File: src/smx_pkg.sv
// Shared package for the stack machine executor.
// Holds stack sizing, opcode and status codes, and the controller/datapath bundles.
// Depends on nothing; every other file imports it.
`timescale 1ns / 1ps

package smx_pkg;

	// Stack sizing
	localparam int STACK_DEPTH = 128;
	localparam int AW          = $clog2(STACK_DEPTH);
	localparam int SP_W        = $clog2(STACK_DEPTH + 1);

	// Opcodes
	localparam logic [3:0] OP_PUSH = 4'd0;
	localparam logic [3:0] OP_ADD  = 4'd1;
	localparam logic [3:0] OP_SUB  = 4'd2;
	localparam logic [3:0] OP_MUL  = 4'd3;
	localparam logic [3:0] OP_DIV  = 4'd4;
	localparam logic [3:0] OP_LT   = 4'd5;
	localparam logic [3:0] OP_LE   = 4'd6;
	localparam logic [3:0] OP_GT   = 4'd7;
	localparam logic [3:0] OP_GE   = 4'd8;
	localparam logic [3:0] OP_EQ   = 4'd9;
	localparam logic [3:0] OP_DUP  = 4'd10;
	localparam logic [3:0] OP_DROP = 4'd11;
	localparam logic [3:0] OP_SWAP = 4'd12;
	localparam logic [3:0] OP_EMIT = 4'd13;

	// Result status
	localparam logic [1:0] ST_OK    = 2'd0;
	localparam logic [1:0] ST_UNDER = 2'd1;
	localparam logic [1:0] ST_OVER  = 2'd2;
	localparam logic [1:0] ST_DIVZ  = 2'd3;

	// Top-of-stack load source
	localparam logic [2:0] TOS_HOLD = 3'd0;
	localparam logic [2:0] TOS_LIT  = 3'd1;
	localparam logic [2:0] TOS_RD   = 3'd2;
	localparam logic [2:0] TOS_ALU  = 3'd3;
	localparam logic [2:0] TOS_QUOT = 3'd4;

	// Stack pointer update
	localparam logic [1:0] SPU_HOLD = 2'd0;
	localparam logic [1:0] SPU_INC  = 2'd1;
	localparam logic [1:0] SPU_DEC1 = 2'd2;
	localparam logic [1:0] SPU_DEC2 = 2'd3;

	// Commands from the controller to the datapath
	typedef struct packed {
		logic       latch_in;   // capture opcode and literal, clear result flags
		logic       set_status;
		logic [1:0] status;
		logic       set_emit;   // capture low byte of top as emitted character
		logic       mem_wr;     // write top register into the stack memory
		logic       wsel_m2;    // write address: 1 = sp-2, 0 = sp-1
		logic       rsel_m3;    // read address: 1 = sp-3, 0 = sp-2
		logic [2:0] tos_sel;
		logic [1:0] sp_upd;
		logic       div_start;
		logic       out_load;
	} cmd_t;

	// Status from the datapath to the controller
	typedef struct packed {
		logic [3:0] op;
		logic       sp_zero;
		logic       sp_lt2;
		logic       sp_gt1;
		logic       sp_gt2;
		logic       sp_full;
		logic       rd_zero;
		logic       div_done;
	} stat_t;

endpackage

File: src/smx_ctrl.sv
// Controller of the stack machine executor: sequences each word through
// decode, operand read, divide, top reload, result hand-off; owns both handshakes.
// Depends on smx_pkg.
`timescale 1ns / 1ps

module smx_ctrl
	import smx_pkg::*;
(
	input  logic  clk,
	input  logic  arst_n,
	input  logic  in_valid,
	output logic  in_ready,
	output logic  out_valid,
	input  logic  out_ready,
	input  stat_t stat,
	output cmd_t  cmd
);

	localparam logic [2:0] S_IDLE  = 3'd0;
	localparam logic [2:0] S_DEC   = 3'd1;
	localparam logic [2:0] S_RD2   = 3'd2;
	localparam logic [2:0] S_DIV   = 3'd3;
	localparam logic [2:0] S_LDTOP = 3'd4;
	localparam logic [2:0] S_DONE  = 3'd5;

	logic [2:0] state_q;
	logic [2:0] state_d;
	logic       out_valid_q;
	logic       out_free;

	assign out_free = !out_valid_q || out_ready;

	// Next state and commands
	always_comb begin
		state_d  = state_q;
		cmd      = '0;
		in_ready = 1'b0;
		case (state_q)
			S_IDLE: begin
				in_ready = 1'b1;
				if (in_valid) begin
					cmd.latch_in = 1'b1;
					state_d      = S_DEC;
				end
			end
			S_DEC: begin
				state_d = S_DONE;
				case (stat.op)
					OP_PUSH: begin
						if (stat.sp_full) begin
							cmd.set_status = 1'b1;
							cmd.status     = ST_OVER;
						end else begin
							cmd.mem_wr  = !stat.sp_zero;
							cmd.tos_sel = TOS_LIT;
							cmd.sp_upd  = SPU_INC;
						end
					end
					OP_DUP: begin
						if (stat.sp_zero) begin
							cmd.set_status = 1'b1;
							cmd.status     = ST_UNDER;
						end else if (stat.sp_full) begin
							cmd.set_status = 1'b1;
							cmd.status     = ST_OVER;
						end else begin
							cmd.mem_wr = 1'b1;
							cmd.sp_upd = SPU_INC;
						end
					end
					OP_DROP, OP_EMIT: begin
						if (stat.sp_zero) begin
							cmd.set_status = 1'b1;
							cmd.status     = ST_UNDER;
						end else begin
							cmd.set_emit = (stat.op == OP_EMIT);
							cmd.sp_upd   = SPU_DEC1;
							// fetch the entry that becomes the new top
							if (stat.sp_gt1) begin
								state_d = S_LDTOP;
							end
						end
					end
					OP_ADD, OP_SUB, OP_MUL, OP_DIV, OP_LT, OP_LE, OP_GT, OP_GE, OP_EQ,
					OP_SWAP: begin
						if (stat.sp_lt2) begin
							cmd.set_status = 1'b1;
							cmd.status     = ST_UNDER;
						end else begin
							state_d = S_RD2;
						end
					end
					default: ;
				endcase
			end
			S_RD2: begin
				state_d = S_DONE;
				case (stat.op)
					OP_SWAP: begin
						cmd.mem_wr  = 1'b1;
						cmd.wsel_m2 = 1'b1;
						cmd.tos_sel = TOS_RD;
					end
					OP_DIV: begin
						if (stat.rd_zero) begin
							cmd.set_status = 1'b1;
							cmd.status     = ST_DIVZ;
							cmd.sp_upd     = SPU_DEC2;
							cmd.rsel_m3    = 1'b1;
							if (stat.sp_gt2) begin
								state_d = S_LDTOP;
							end
						end else begin
							cmd.div_start = 1'b1;
							state_d       = S_DIV;
						end
					end
					default: begin
						cmd.tos_sel = TOS_ALU;
						cmd.sp_upd  = SPU_DEC1;
					end
				endcase
			end
			S_DIV: begin
				if (stat.div_done) begin
					cmd.tos_sel = TOS_QUOT;
					cmd.sp_upd  = SPU_DEC1;
					state_d     = S_DONE;
				end
			end
			S_LDTOP: begin
				cmd.tos_sel = TOS_RD;
				state_d     = S_DONE;
			end
			S_DONE: begin
				// hand off the result and take the next word in the same cycle
				if (out_free) begin
					cmd.out_load = 1'b1;
					in_ready     = 1'b1;
					if (in_valid) begin
						cmd.latch_in = 1'b1;
						state_d      = S_DEC;
					end else begin
						state_d = S_IDLE;
					end
				end
			end
			default: state_d = S_IDLE;
		endcase
	end

	// State and output valid
	always_ff @(posedge clk or negedge arst_n) begin
		if (!arst_n) begin
			state_q     <= S_IDLE;
			out_valid_q <= 1'b0;
		end else begin
			state_q <= state_d;
			if (cmd.out_load) begin
				out_valid_q <= 1'b1;
			end else if (out_ready) begin
				out_valid_q <= 1'b0;
			end
		end
	end

	assign out_valid = out_valid_q;

endmodule

File: config.mk
export PLATFORM = sky130hd
export DESIGN_NAME = smx_ctrl
export DESIGN_NICKNAME = d
export VERILOG_FILES = /design/src/smx_pkg.sv /design/src/smx_ctrl.sv
export SDC_FILE = /design/constraint.sdc
export NUM_CORES = 1
export LEC_CHECK = 0
export ABC_AREA = 1
export BUFFER_PORTS_ARGS = -buffer_cell sky130_fd_sc_hd__buf_2
export CAP_MARGIN = 20
export CORE_AREA = 2 2 39 41
export DETAILED_ROUTE_END_ITERATION = 12
export DIE_AREA = 0 0 41 43
export PLACE_DENSITY_LB_ADDON = 0.12
export SYNTH_ARGS = -nofsm -noshare
export SYNTH_HDL_FRONTEND = slang
export SYNTH_SLANG_ARGS = --single-unit
File: constraint.sdc
create_clock -name clk -period 3.3 [get_ports clk]
set_input_delay 0.33 -clock clk [delete_from_list [all_inputs] [get_ports clk]]
set_output_delay 0.33 -clock clk [all_outputs]
set_load 0.02 [all_outputs]
== After elaboration in Yosys (flattened, before gate mapping) ==
Index checks and enable logic that the tools add are counted.
Operators by class
  equality and inequality tests: 21
  reductions and logical operators: 9
  multiplexer cells: 55
Operators with widths (number)
  $mux 3: 15
  $eq 4x4->1 const B: 6
  $pmux 3 s4: 2
  $mux 1: 22
  $pmux 3 s6: 1
  $eq 4x3->1 const B: 4
  $pmux 2 s3: 2
  $pmux 3 s2: 2
  $reduce_or 10->1: 1
  $eq 4x2->1 const B: 2
  $mux 2: 4
  $pmux 1 s2: 4
  $pmux 2 s2: 2
  $eq 3x2->1 const B: 2
  $eq 3x3->1 const B: 2
  $ne 2x2->1 const B: 3
  $mux 5: 1
  $eq 4x1->1 const B: 1
  $logic_not 4->1: 1
  $eq 3x1->1 const B: 1
  $logic_not 3->1: 1
  $reduce_and 3->1: 1
  $logic_not 1->1: 2
  $reduce_bool 2->1: 1
  2 further kinds: 2
Storage, ports and cells
  logic and storage cells: 87
  output and inout bits: 17
  bits of input ports: 15
  register bits after elaboration: 4

== Logic depth before layout (Yosys ltp) ==
  word-level depth: 5
  mapped depth: 8
  depth with buffers taken out: 8

== Least setup slack after synthesis ==
OpenSTA, ideal clock, no wires.
  path type: register to output
  start point: register state_q[2]
  end point: output cmd[9] (netlist name)
  setup slack: 1547 ps
  arrival time: 1423 ps
  cell stages (with the launch flop): 5
  cells stage by stage: dfrtp_1 -> inv_1 -> nand3_1 -> nor3_1 -> a31o_2
RTL lines
  from (decl): line smx_ctrl.sv:26  | logic [2:0] state_q;
  from (signal assigned): line smx_ctrl.sv:158  | state_q <= state_d;
  to (decl): line smx_ctrl.sv:16  | output cmd_t cmd

==> flow_summary.ini <==
[timing]
relSlewSlack_pct = 81.1
hold_viol_final = 0
tns_ns = 0
setup_viol = 0
period_share_pct = 56.2
max_freq_mhz = 540
final_max_slew_viol_count = 0
rsz0062_at_grt = no
min_period_ns = 1.85
tightest_slew_ns = 0.281
fin_skew_ns = 0.00311

[power_and_ir_drop]
intPower_uw = 217
p_clk_share_pct = 12.6
comb_power_share_pct = 68.2
p_leak_nw = 0.529
peakVddDrop_mv = 0.182
p_switching_uw = 250
p_per_area_nw_per_um2 = 583
power.share.switching_pct = 53.6
power_frac_seq_pct = 19.2

[cells_and_area]
insertedDiodeCount = 0
syn_to_final_growth_pct = 35.0
nets = 156
layout-drive-gt1-share_pct = 35.3
finalNonFillerCells = 155

[floorplan]
io_pins = 32
start_util_pct = 42.9
die_w_um = 41
design.core.area_um2 = 1380
floorplan.rows = 14
chipHeight_um = 43
die_area_um2 = 1760

[placement]
dpl.hpwl_um = 1340
io_buffers = 31
dp_cells = 151
place.gp.congestion = 0.762

[global_route]
met1_usage_pct = 19.4
antenna_found_initial = 0
grt_usage_pct = 17.8
overflow = 0
grt_pass1_wl_um = 2250
first_global_vias = 617
met2_usage_pct = 33.8
grt_start_max_net_pins = 6
met3_usage_pct = 0
busiest_layer = met2

[clock_tree]
cts-hold-fix-buffers = 1
cts-root-buf = clkbuf_4
clk_pin_slew_ns = 0.04
cts_resized = 0
insertion_delay_ns = 0.23
cts_tree = yes
post-cts-setup-buffer-count = 0
cts_max_level = 1
cts_made_buffers = 3
clk_path_buf_depth = 2
cts_sinks = 4

[routing]
via_per_inst = 5.07
drtPass1Iterations = 4
drt-total-wl_um = 1520
dr_total_vias = 786
drc = 0
drtIter0Drc = 14
drt-wirelength-per-cell_um = 9.82
drtAntennaViolNets = 0

[logic_synthesis]
synth_top_cell_by_area = dfrtp_1
post-synth-top-count-cell = nand2_1
synth_common_cells = 23 x nand2_1, 20 x inv_1, 13 x nor2_1
async_flop_share_pct = 100
syn_area_per_cell_um2 = 5.70
syn-num-nets = 119
synthDistinctLibCells = 22
ys_seq_elements = 4
synth_area_leaders = dfrtp_1 17%, nand2_1 15%, inv_1 13%
syn_inst = 104
synth_area_um2 = 593
seq_area_frac_synth_pct = 16.9
synth_edf_count = 0
synth_ff_type = dfrtp_1
yosysWarnings = 0
synth_top_area_share_pct = 16.9

[worst_setup_path]
worst-setup-path-type = reg2out
critical-path-max-stage-delay_ns = 0.38
worstSetupStartpointType = flop
crit_fanout = 5
crit_chain = inv_1 -> nand3_1 -> inv_1 -> nand3_1 -> nand2_1 -> buf_2
cp.arrival_ns = 1.52
cp.required_ns = 2.97
slowest_stage = dfrtp_1
end_kind = primary output

[outcome]
status = finished clean

[hold_path]
hold_path.class = in2reg

[job]
max_cap_violations = 0
-- flip-flops by register name, summed over array words and instances, names as in the netlist --
name / flops
state_q: 3
out_valid: 1
-- critical path: cells and delay by family, from the launching register on --
kind | cells | cell delay (ns)
flops | 1 | 0.38
simple gates | 3 | 0.47
buf+inv | 3 | 0.44
-- cell families (layout without fill, tap and decap cells) --
family	count (synthesis)	after routing	share of synthesized area (%)
compound gates	16	16	17.3
buf+inv	22	57	13.9
flops	4	4	16.9
simple gates	62	62	51.9
-- layout by cell type, fill, tap and decap left out --
cell type / count
o21ai_2: 1
o21ai_1: 3
nand2_4: 1
nand4_1: 3
a21oi_2: 2
nand3_2: 2
nand3_1: 12
a31o_2: 1
inv_1: 20
o31ai_1: 1
buf_2: 31
nand2_2: 2
nor2_4: 3
or2_2: 1
o21ai_0: 5
nor2_1: 13
a31oi_1: 1
nor3_1: 2
inv_2: 2
dfrtp_1: 4
a21oi_1: 1
clkbuf_4: 3
dlygate4sd3_1: 1
nand2_1: 23
o221ai_1: 1
-- power by group through the flow --
stage | clock [mW] | combinational, mW | sequential, mW
floorplan | 0 | 0.224 | 0.0931
global placement | 0 | 0.319 | 0.0882
detailed placement | 0 | 0.321 | 0.0893
CTS | 0.0605 | 0.323 | 0.0888
global route | 0.0642 | 0.362 | 0.0905
finish | 0.0589 | 0.318 | 0.0896
-- final cells by class --
type | count | area [um2]
fill | 151 | 583
clock buffer | 3 | 22.5
inverter | 22 | 82.6
tap | 16 | 20.0
sequential | 4 | 100
timing repair buffer | 32 | 165
multi-input combinational | 78 | 410
-- worst paths after layout --
kind	start	end	slack [ns]	cells after the start
max	state_q[2]$_DFFE_PN0P_	cmd[2]	1.45	6
min	stat[0]	state_q[1]$_DFFE_PN0P_	0.40	2
max reg2reg	state_q[2]$_DFFE_PN0P_	state_q[2]$_DFFE_PN0P_	2.10	7
min reg2reg	out_valid$_DFFE_PN0P_	out_valid$_DFFE_PN0P_	0.55	2
max in group asynchronous	arst_n	state_q[0]$_DFFE_PN0P_	2.76	2
min in group asynchronous	arst_n	out_valid$_DFFE_PN0P_	0.43	2
-- per-stage QoR --
stage / utilization, % / power, mW / worst slack, ns / area, um2 / hold WS, ns
floorplan: - / 0.317 / 1.55 / 593 / 0.0344
global placement: 55.5 / 0.407 / 1.66 / 768 / 0.136
detailed placement: 55.5 / 0.410 / 1.65 / 768 / 0.136
CTS: 57.9 / 0.472 / 1.44 / 801 / 0.402
global route: 57.9 / 0.517 / 1.31 / 801 / 0.417
finish: 57.9 / 0.467 / 1.45 / 801 / 0.398
-- layer usage --
layer | part of all wire, % | routed length, um
met5 | 0 | 0
met3 | 5.1 | 77
met2 | 53 | 813
met1 | 40 | 613
met4 | 1.2 | 18
Power figures use the tool's default switching activity.
